==> src/rtl/open_addressing_hash_table_defines.svh <==
// ---------------------------------------------------------------------------
// open_addressing_hash_table_defines
// assertion macros of the hash table rtl
// ---------------------------------------------------------------------------
`ifndef OPEN_ADDRESSING_HASH_TABLE_DEFINES_SVH
`define OPEN_ADDRESSING_HASH_TABLE_DEFINES_SVH

// same-cycle implication, disabled during reset
`define OAHT_ASSERT_IMP(lbl, clk, rst, pre, post, msg) \
   lbl: assert property (@(posedge clk) disable iff (rst) (pre) |-> (post)) \
      else $error(msg);

// next-cycle implication, disabled during reset
`define OAHT_ASSERT_NXT(lbl, clk, rst, pre, post, msg) \
   lbl: assert property (@(posedge clk) disable iff (rst) (pre) |=> (post)) \
      else $error(msg);

`endif

==> src/rtl/oaht_pkg.sv <==
// ---------------------------------------------------------------------------
// oaht_pkg
// field widths, codes and shared types of the hash table
// ---------------------------------------------------------------------------
`timescale 1ns / 1ps

package oaht_pkg;

   // request and response field widths
   localparam int KEY_W    = 31;
   localparam int PAY_W    = 32;
   localparam int STATUS_W = 2;
   localparam int PROBE_W  = 5;
   localparam int SLOT_W   = 4;

   // request kinds
   localparam logic KIND_INSERT = 1'b0;
   localparam logic KIND_SEARCH = 1'b1;

   typedef enum logic [STATUS_W-1:0] {
      ST_INSERTED = 2'd0,
      ST_FULL     = 2'd1,
      ST_FOUND    = 2'd2,
      ST_MISSING  = 2'd3
   } status_type;

   typedef enum logic [1:0] {
      S_CLEAR,
      S_IDLE,
      S_HASH,
      S_PROBE
   } state_type;

   // write strobes into the slot memories
   typedef struct packed {
      logic wr_used_en;
      logic wr_used_val;
      logic wr_data_en;
   } ram_ctl_type;

endpackage

==> src/rtl/oaht_home_mod.sv <==
// ---------------------------------------------------------------------------
// oaht_home_mod
// home slot unit: key modulo table size by reciprocal multiplication
// ---------------------------------------------------------------------------
`timescale 1ns / 1ps

module oaht_home_mod
   import oaht_pkg::*;
#(
   parameter int DIVISOR = 16,
   parameter int IDX_W   = 4
) (
   input  logic             clock,
   input  logic             reset,
   input  logic             start,
   input  logic [KEY_W-1:0] key,
   output logic             done,
   output logic [IDX_W-1:0] home
);

   // scaled reciprocal, exact quotient for every key of KEY_W bits
   localparam int                 FRAC_W  = $clog2(DIVISOR);
   localparam int                 SHIFT   = KEY_W + FRAC_W;
   localparam int                 RECIP_W = KEY_W + 1;
   localparam int                 PROD_W  = KEY_W + RECIP_W;
   localparam longint unsigned    RECIP_WIDE =
      ((64'd1 << SHIFT) + 64'(DIVISOR) - 64'd1) / 64'(DIVISOR);
   localparam logic [RECIP_W-1:0] RECIP   = RECIP_W'(RECIP_WIDE);
   localparam logic [KEY_W-1:0]   DIV_KEY = KEY_W'(DIVISOR);

   logic              mul_vld_ff, mul_vld_in;
   logic              sub_vld_ff, sub_vld_in;
   logic              done_ff, done_in;
   logic [KEY_W-1:0]  key_ff, key_in;
   logic [PROD_W-1:0] prod_ff, prod_in;
   logic [IDX_W-1:0]  rem_ff, rem_in;
   logic [KEY_W-1:0]  quot;

   // multiply by the reciprocal, then multiply back and subtract
   always_comb begin
      mul_vld_in = start;
      sub_vld_in = mul_vld_ff;
      done_in    = sub_vld_ff;
      key_in     = start ? key : key_ff;
      prod_in    = mul_vld_ff ? PROD_W'(key_ff) * PROD_W'(RECIP) : prod_ff;
      quot       = KEY_W'(prod_ff >> SHIFT);
      rem_in     = sub_vld_ff ? IDX_W'(key_ff - quot * DIV_KEY) : rem_ff;
   end

   always_ff @(posedge clock) begin
      if (reset) begin
         mul_vld_ff <= 1'b0;
         sub_vld_ff <= 1'b0;
         done_ff    <= 1'b0;
      end else begin
         mul_vld_ff <= mul_vld_in;
         sub_vld_ff <= sub_vld_in;
         done_ff    <= done_in;
      end
      key_ff  <= key_in;
      prod_ff <= prod_in;
      rem_ff  <= rem_in;
   end

   assign done = done_ff;
   assign home = rem_ff;

endmodule

==> src/rtl/oaht_slot_ram.sv <==
// ---------------------------------------------------------------------------
// oaht_slot_ram
// slot storage: occupancy memory and key/payload memory, registered reads
// ---------------------------------------------------------------------------
`timescale 1ns / 1ps

module oaht_slot_ram
   import oaht_pkg::*;
#(
   parameter int DEPTH  = 16,
   parameter int ADDR_W = 4
) (
   input  logic              clock,
   input  ram_ctl_type       ctl,
   input  logic [ADDR_W-1:0] wr_addr,
   input  logic [KEY_W-1:0]  wr_key,
   input  logic [PAY_W-1:0]  wr_payload,
   input  logic [ADDR_W-1:0] rd_addr,
   output logic              rd_used,
   output logic [KEY_W-1:0]  rd_key,
   output logic [PAY_W-1:0]  rd_payload
);

   logic                   used_mem [DEPTH];
   logic [KEY_W+PAY_W-1:0] data_mem [DEPTH];
   logic                   rd_used_ff;
   logic [KEY_W+PAY_W-1:0] rd_data_ff;

   // occupancy memory, cleared by the sweep after reset
   always_ff @(posedge clock) begin
      if (ctl.wr_used_en) begin
         used_mem[wr_addr] <= ctl.wr_used_val;
      end
      rd_used_ff <= used_mem[rd_addr];
   end

   // key and payload memory
   always_ff @(posedge clock) begin
      if (ctl.wr_data_en) begin
         data_mem[wr_addr] <= {wr_key, wr_payload};
      end
      rd_data_ff <= data_mem[rd_addr];
   end

   assign rd_used    = rd_used_ff;
   assign rd_key     = rd_data_ff[KEY_W+PAY_W-1:PAY_W];
   assign rd_payload = rd_data_ff[PAY_W-1:0];

endmodule

==> src/rtl/open_addressing_hash_table.sv <==
// ---------------------------------------------------------------------------
// open_addressing_hash_table
// open addressing hash table with linear or quadratic insert probing
// ---------------------------------------------------------------------------
//
//   channel | direction | handshake            | payload
//   --------+-----------+----------------------+---------------------------------
//   req     | in        | req_valid/req_ready  | kind, quadratic, phone_key, payload_in
//   rsp     | out       | rsp_valid/rsp_ready  | status, probe_count, slot_index, payload_out
//
// a request is accepted, passes the home slot unit (reciprocal multiply, then
// multiply back and subtract) and then probes one slot per cycle; the probe
// loop is bound by the single read port of the slot memories.
// after reset a sweep clears the occupancy memory, requests are held off
// until it ends. a stalled response holds the probe loop on its final slot;
// the next request is taken while a response waits.
//
`timescale 1ns / 1ps

`include "open_addressing_hash_table_defines.svh"

module open_addressing_hash_table
   import oaht_pkg::*;
#(
   parameter int TABLE_SIZE = 16
) (
   input  logic                clock,
   input  logic                reset,
   input  logic                req_valid,
   output logic                req_ready,
   input  logic                req_kind,
   input  logic                req_quadratic,
   input  logic [KEY_W-1:0]    req_phone_key,
   input  logic [PAY_W-1:0]    req_payload_in,
   output logic                rsp_valid,
   input  logic                rsp_ready,
   output logic [STATUS_W-1:0] rsp_status,
   output logic [PROBE_W-1:0]  rsp_probe_count,
   output logic [SLOT_W-1:0]   rsp_slot_index,
   output logic [PAY_W-1:0]    rsp_payload_out
);

   localparam int IDX_W   = $clog2(TABLE_SIZE);
   localparam int COUNT_W = $clog2(TABLE_SIZE + 1);

   state_type state_ff, state_in;

   logic               kind_ff, kind_in;
   logic               quad_ff, quad_in;
   logic [KEY_W-1:0]   key_ff, key_in;
   logic [PAY_W-1:0]   pay_ff, pay_in;
   logic [IDX_W-1:0]   idx_ff, idx_in;
   logic [IDX_W-1:0]   step_ff, step_in;
   logic [COUNT_W-1:0] count_ff, count_in;

   logic                rsp_valid_ff, rsp_valid_in;
   status_type          rsp_status_ff, rsp_status_in;
   logic [PROBE_W-1:0]  rsp_probe_ff, rsp_probe_in;
   logic [SLOT_W-1:0]   rsp_slot_ff, rsp_slot_in;
   logic [PAY_W-1:0]    rsp_pay_ff, rsp_pay_in;

   logic             req_accept;
   logic             out_free;
   logic             home_done;
   logic [IDX_W-1:0] home;

   ram_ctl_type      ram_ctl;
   logic             rd_used;
   logic [KEY_W-1:0] rd_key;
   logic [PAY_W-1:0] rd_payload;

   logic [IDX_W:0]     idx_sum;
   logic [IDX_W-1:0]   idx_adv;
   logic [IDX_W:0]     step_sum;
   logic [IDX_W-1:0]   step_adv;
   logic [COUNT_W-1:0] count_inc;

   logic               probe_done;
   logic               probe_write;
   status_type         res_status;
   logic [COUNT_W-1:0] res_probe;
   logic [IDX_W-1:0]   res_slot;
   logic [PAY_W-1:0]   res_pay;

   assign req_ready  = (state_ff == S_IDLE);
   assign req_accept = req_valid && req_ready;
   assign out_free   = !rsp_valid_ff || rsp_ready;

   // home slot of the accepted key
   oaht_home_mod #(
      .DIVISOR (TABLE_SIZE),
      .IDX_W   (IDX_W)
   ) u_home (
      .clock (clock),
      .reset (reset),
      .start (req_accept),
      .key   (req_phone_key),
      .done  (home_done),
      .home  (home)
   );

   // slot memories, read address follows the next probe index
   oaht_slot_ram #(
      .DEPTH  (TABLE_SIZE),
      .ADDR_W (IDX_W)
   ) u_ram (
      .clock      (clock),
      .ctl        (ram_ctl),
      .wr_addr    (idx_ff),
      .wr_key     (key_ff),
      .wr_payload (pay_ff),
      .rd_addr    (idx_in),
      .rd_used    (rd_used),
      .rd_key     (rd_key),
      .rd_payload (rd_payload)
   );

   // next probe index and quadratic step, both modulo table size
   always_comb begin
      idx_sum  = {1'b0, idx_ff} + {1'b0, step_ff};
      idx_adv  = (idx_sum >= (IDX_W+1)'(TABLE_SIZE)) ?
                 IDX_W'(idx_sum - (IDX_W+1)'(TABLE_SIZE)) : idx_sum[IDX_W-1:0];
      step_sum = {1'b0, step_ff} + (IDX_W+1)'(2);
      step_adv = (step_sum >= (IDX_W+1)'(TABLE_SIZE)) ?
                 IDX_W'(step_sum - (IDX_W+1)'(TABLE_SIZE)) : step_sum[IDX_W-1:0];
      count_inc = count_ff + 1'b1;
   end

   // decision on the slot just read
   always_comb begin
      probe_done  = 1'b0;
      probe_write = 1'b0;
      res_status  = ST_MISSING;
      res_probe   = count_ff;
      res_slot    = '0;
      res_pay     = '0;
      if (kind_ff == KIND_INSERT) begin
         if (!rd_used) begin
            probe_done  = 1'b1;
            probe_write = 1'b1;
            res_status  = ST_INSERTED;
            res_slot    = idx_ff;
         end else if (count_inc == COUNT_W'(TABLE_SIZE)) begin
            probe_done = 1'b1;
            res_status = ST_FULL;
            res_probe  = count_inc;
         end
      end else begin
         if (count_ff == COUNT_W'(TABLE_SIZE) || !rd_used) begin
            probe_done = 1'b1;
            res_status = ST_MISSING;
         end else if (rd_key == key_ff) begin
            probe_done = 1'b1;
            res_status = ST_FOUND;
            res_slot   = idx_ff;
            res_pay    = rd_payload;
         end
      end
   end

   // next state
   always_comb begin
      state_in = state_ff;
      case (state_ff)
         S_CLEAR: begin
            if (idx_ff == IDX_W'(TABLE_SIZE - 1)) begin
               state_in = S_IDLE;
            end
         end
         S_IDLE: begin
            if (req_valid) begin
               state_in = S_HASH;
            end
         end
         S_HASH: begin
            if (home_done) begin
               state_in = S_PROBE;
            end
         end
         S_PROBE: begin
            if (probe_done && out_free) begin
               state_in = S_IDLE;
            end
         end
         default: begin
            state_in = S_CLEAR;
         end
      endcase
   end

   // datapath and outputs per state
   always_comb begin
      kind_in  = kind_ff;
      quad_in  = quad_ff;
      key_in   = key_ff;
      pay_in   = pay_ff;
      idx_in   = idx_ff;
      step_in  = step_ff;
      count_in = count_ff;
      ram_ctl  = '0;

      rsp_valid_in  = rsp_valid_ff && !rsp_ready;
      rsp_status_in = rsp_status_ff;
      rsp_probe_in  = rsp_probe_ff;
      rsp_slot_in   = rsp_slot_ff;
      rsp_pay_in    = rsp_pay_ff;

      case (state_ff)
         S_CLEAR: begin
            ram_ctl.wr_used_en  = 1'b1;
            ram_ctl.wr_used_val = 1'b0;
            idx_in = (idx_ff == IDX_W'(TABLE_SIZE - 1)) ? '0 : idx_ff + 1'b1;
         end
         S_IDLE: begin
            if (req_valid) begin
               kind_in = req_kind;
               quad_in = req_quadratic && (req_kind == KIND_INSERT);
               key_in  = req_phone_key;
               pay_in  = req_payload_in;
            end
         end
         S_HASH: begin
            if (home_done) begin
               idx_in   = home;
               step_in  = IDX_W'(1);
               count_in = '0;
            end
         end
         S_PROBE: begin
            if (probe_done) begin
               // hold on the final slot until the response register is free
               if (out_free) begin
                  ram_ctl.wr_used_en  = probe_write;
                  ram_ctl.wr_used_val = 1'b1;
                  ram_ctl.wr_data_en  = probe_write;
                  rsp_valid_in  = 1'b1;
                  rsp_status_in = res_status;
                  rsp_probe_in  = PROBE_W'(res_probe);
                  rsp_slot_in   = SLOT_W'(res_slot);
                  rsp_pay_in    = res_pay;
               end
            end else begin
               idx_in   = idx_adv;
               count_in = count_inc;
               if (quad_ff) begin
                  step_in = step_adv;
               end
            end
         end
         default: begin
            idx_in = '0;
         end
      endcase
   end

   always_ff @(posedge clock) begin
      if (reset) begin
         state_ff     <= S_CLEAR;
         idx_ff       <= '0;
         rsp_valid_ff <= 1'b0;
      end else begin
         state_ff     <= state_in;
         idx_ff       <= idx_in;
         rsp_valid_ff <= rsp_valid_in;
      end
      kind_ff       <= kind_in;
      quad_ff       <= quad_in;
      key_ff        <= key_in;
      pay_ff        <= pay_in;
      step_ff       <= step_in;
      count_ff      <= count_in;
      rsp_status_ff <= rsp_status_in;
      rsp_probe_ff  <= rsp_probe_in;
      rsp_slot_ff   <= rsp_slot_in;
      rsp_pay_ff    <= rsp_pay_in;
   end

   assign rsp_valid       = rsp_valid_ff;
   assign rsp_status      = rsp_status_ff;
   assign rsp_probe_count = rsp_probe_ff;
   assign rsp_slot_index  = rsp_slot_ff;
   assign rsp_payload_out = rsp_pay_ff;

   // checks on memory writes and sequencing
   `OAHT_ASSERT_IMP(a_wr_state, clock, reset, ram_ctl.wr_used_en,
      state_ff == S_CLEAR || state_ff == S_PROBE, "slot write outside clear or probe")
   `OAHT_ASSERT_IMP(a_wr_data_used, clock, reset, ram_ctl.wr_data_en,
      ram_ctl.wr_used_en && ram_ctl.wr_used_val, "data write without marking slot used")
   `OAHT_ASSERT_NXT(a_accept_hash, clock, reset, req_accept,
      state_ff == S_HASH, "accepted request did not enter hashing")
   `OAHT_ASSERT_NXT(a_rsp_source, clock, reset, !rsp_valid_ff && state_ff != S_PROBE,
      !rsp_valid_ff, "response raised outside probe loop")

endmodule

==> config.mk <==
export PLATFORM = sky130hd
export DESIGN_NAME = open_addressing_hash_table
export DESIGN_NICKNAME = d
export VERILOG_FILES = /design/src/rtl/oaht_pkg.sv /design/src/rtl/oaht_home_mod.sv /design/src/rtl/oaht_slot_ram.sv /design/src/rtl/open_addressing_hash_table.sv
export VERILOG_INCLUDE_DIRS = /design/src /design/src/rtl
export SDC_FILE = /design/constraint.sdc
export NUM_CORES = 1
export LEC_CHECK = 0
export BUFFER_PORTS_ARGS = -buffer_cell sky130_fd_sc_hd__buf_2
export CAP_MARGIN = 10
export CORE_UTILIZATION = 36
export CTS_CLUSTER_DIAMETER = 80
export CTS_CLUSTER_SIZE = 20
export DETAILED_ROUTE_END_ITERATION = 10
export GPL_ROUTABILITY_DRIVEN = 0
export SLEW_MARGIN = 20
export SYNTH_ARGS = -nofsm -noshare
export SYNTH_HDL_FRONTEND = slang
export SYNTH_SLANG_ARGS = --single-unit
==> constraint.sdc <==
create_clock -name clock -period 14.9 [get_ports clock]
set_clock_uncertainty 0.1 [all_clocks]
set_input_delay 1.49 -clock clock [delete_from_list [all_inputs] [get_ports clock]]
set_output_delay 1.49 -clock clock [all_outputs]
set_load 0.005 [all_outputs]
==> results.md <==
Synth:
- For this run, asynchronously set or reset flops after synthesis account for 0%.
- The synthesized netlist contains 53 unique library cells.
- The synthesized design contains 1144 enable-type register cells.
- The sequential share of the synthesized area is 78.8%.
- The number of warnings printed during yosys synthesis is 0.
- The gate count of the mapped netlist is 2430.
- The number of register bits inferred by synthesis is 1218.
- The mapped cell area is 45500 µm².
- The post-synthesis average cell area is 18.7 µm².
- The net count after synthesis is 2514.
- The predominant post-synthesis flop cell is edfxtp_1.

Floorplanning:
- The row count is 130.
- The starting utilization of the core area is 36.3%.
- The die is 357 µm wide.
- The floorplan step defined a die boundary enclosing 128000 µm².
- After floorplanning, the core was sized to cover 125000 µm².
- The floorplan step set the die height to 357 µm.
- The number of placed I/O pins is 114.

Critical path:
- For the worst setup path, the data required time is 15.33 ns.
- The top fanout value on the critical path is 152.
- The kind of critical path is flip-flop to flip-flop.
- The worst setup path is captured at a flip-flop.
- Data on the critical path arrives at its endpoint at 6.88 ns.
- The worst setup path is launched from a flip-flop.

Pwr:
- The static leakage power is 17.7 nW.
- The worst supply voltage drop on vdd is 0.000184 V.
- Power spread over the standard cell area amounts to 147 nW/µm².

Final layout:
- In the layout the commonest cells are edfxtp_1 (1144), mux2i_1 (514), o22ai_1 (256).
- In the final layout, the share of cells above drive strength 1 is 10.8%.
- From synthesis to final layout, the design area changed by 10.3%.
- Leaving out fill and tap cells, the most frequent cell in the layout is edfxtp_1.
- After the last flow step, the layout net total stands at 2632.
- Once layout is complete, the utilization of the core stands at 40.0%.

Routing:
- Once detail routing completed, the nets flagged for antenna violations numbered 0.
- Using the TritonRoute via totals, the vias-per-cell ratio works out to 5.36.
- In the final routed layout, each cell accounts on average for 26.3 µm.
- The wire length reported by the detailed router is 112000 µm.
- The total number of vias is 22800.
- After the first detailed-routing iteration, the DRC count stood at 2108.
- Before antenna repair, the detailed router went through 8 iterations.
- After detailed routing, the number of remaining DRC violations is 2.

Global route:
- The initial antenna violation count is 6.
- The global route total overflow is 0.
- Entering global routing, the biggest net connects 154 pins.
- The number of global-route vias before repair was 22900.
- The first global-routing pass estimated 159000 µm of wire.
- In the global route stage, overall resource usage came out at 17.2%.

Worst hold path:
- The tightest min-delay check is of the flip-flop to flip-flop type.

Clock tree:
- The number of buffers inserted by post-CTS setup repair is 0.
- The number of levels in the clock H-tree is 3.
- The quantity of gates resized following cts is 0.
- CTS saw 1218 sinks.
- The buffer levels on the longest clock path is 3.
- TritonCTS built the clock tree.
- For this design, the CTS-stage hold fixing added 0 buffers.
- Clock latency on the worst-skew pair, taken at its later pin, is 0.66 ns.
- After clock tree synthesis, the clock-pin slew on the worst setup and hold paths is 0.08 ns.
- Clock tree synthesis inserted a total of 72 buffers.
- The tree is rooted in a clkbuf_16.

Flow run:
- The tool flagged a number of max-cap violations equal to 0.

Timing:
- Setup violations remaining at the end of the flow were counted as 0.
- Dividing the final minimum period by the clock period gives 43.3%.
- The final count of hold timing violations is 0.
- Setup slack closes at 8.44 ns.
- Setup repair after global routing left no endpoint under its margin.
- At the pin with the least slew margin, the transition time is 1.19 ns.
- The worst path needs 6.46 ns of the cycle, external delays included.
- The number of slew-limit violations in the final report is 0.
- The worst pin sits at a relative slew slack of 20.8%.
- For the final routed database, the setup TNS stands at 0 ns.
- Based on the critical path, the design can be clocked at up to 155 MHz.

Placed design:
- Once detailed placement completed, the half-perimeter wirelength came to 55600 µm.
- Timing analysis after detailed placement gives a worst setup slack of 8.33 ns.
- The count of buffers added on input and output ports is 113.

Status:
- The final reports fail on DRC.
- The flow ran to the end, but the final reports show violations.
## per-stage QoR
| stage | cell area (µm²) | cells | hold slack [ns] | power [mW] |
|---|---|---|---|---|
| after floorplan | 45500 | 2430 | 0.314 | 5.11 |
| after global placement | 48000 | 4122 | 0.325 | 5.35 |
| after detailed placement | 48000 | 4122 | 0.332 | 5.38 |
| after CTS | 50100 | 4248 | 0.357 | 7.41 |
| after global routing | 50200 | 4250 | 0.368 | 7.63 |
| final | 50200 | 4251 | 0.354 | 7.37 |
## critical path: stages (launching register included)
cell      delay, ns
edfxtp_1       0.60
xnor2_1        0.29
nand4_1        0.24
nor4_2         0.71
nand2_1        0.33
a21oi_1        0.45
o221a_4        0.75
buf_4          0.76
buf_12         0.89
mux2i_1        0.31
o22ai_1        0.12
or4_1          0.55
## layout make-up
cell class	instances	area, µm²
clock inverter	8	97.6
fill	11100	75200
inverter	12	45.0
multi-input combinational	1081	9090
antenna	1	2.50
sequential	1218	35800
clock buffer	118	2050
timing repair buffer	163	1010
tap	1650	2060
## cells in the mapped netlist, types with 14 or more instances
library cell	count	area (µm²)
xnor2_1	36	315
edfxtp_1	1144	34400
and2_1	51	319
o22ai_1	256	1600
or4_1	64	480
clkbuf_1	37	139
ha_1	14	175
dfxtp_1	74	1480
mux2i_1	514	5140
buf_6	24	270
nor2_1	37	139
buf_2	52	260
## report_power, final
group | internal (mW) | switching [mW] | leakage, nW | total [mW]
Sequential | 3.81 | 0.0681 | 11.0 | 3.88
Combinational | 0.645 | 0.782 | 5.67 | 1.43
Clock | 0.972 | 1.09 | 1.03 | 2.06
Total | 5.43 | 1.94 | 17.7 | 7.37
## per-layer routing
layer	vias to the layer above	global-route usage [%]	share of wire (%)
met5	-	0	0.021
met4	4	4.54	2.5
met3	168	2.93	5.8
met2	721	28.9	49
met1	12000	23.0	43
li1	9943	-	-
## worst paths after layout
kind	slack [ns]	depth (start not counted)	startpoint	end
setup / recovery	8.44	11	key_ff[5]	u_ram.rd_data_ff[43]
hold / removal	0.35	1	u_home.mul_vld_ff	u_home.done_in
setup reg to reg	8.44	11	key_ff[5]	u_ram.rd_data_ff[43]
hold reg to reg	0.35	1	u_home.mul_vld_ff	u_home.done_in
## flip-flops by register name, summed over array words and instances (netlist names)
signal / cells
rsp_status: 2
key_ff: 31
rsp_probe_count: 5
u_home.home: 4
u_home.mul_vld_ff: 1
u_home.done: 1
idx_ff: 4
state_ff: 2
u_ram.used_mem: 16
rsp_slot_index: 4
rsp_valid: 1
u_ram.data_mem: 1008
rsp_payload_out: 32
step_ff: 3
count_ff: 5
u_home.done_in: 1
quad_ff: 1
u_ram.rd_used: 1
kind_ff: 1
u_ram.rd_data_ff: 63
pay_ff: 32
## cell families (layout without fill, tap and decap cells)
group           Yosys count  after routing  synth area share, %
flops                  1218           1218                 78.8
mux                     515            515                 11.3
compound gates          297            297                 4.19
simple gates            215            215                 2.86
buf+inv                 131            301                 1.66
xor+xnor                 39             39                0.751
fa+ha+maj                15             15                0.429
other cells               0              1                    0
(Power assumes the default switching activity.)
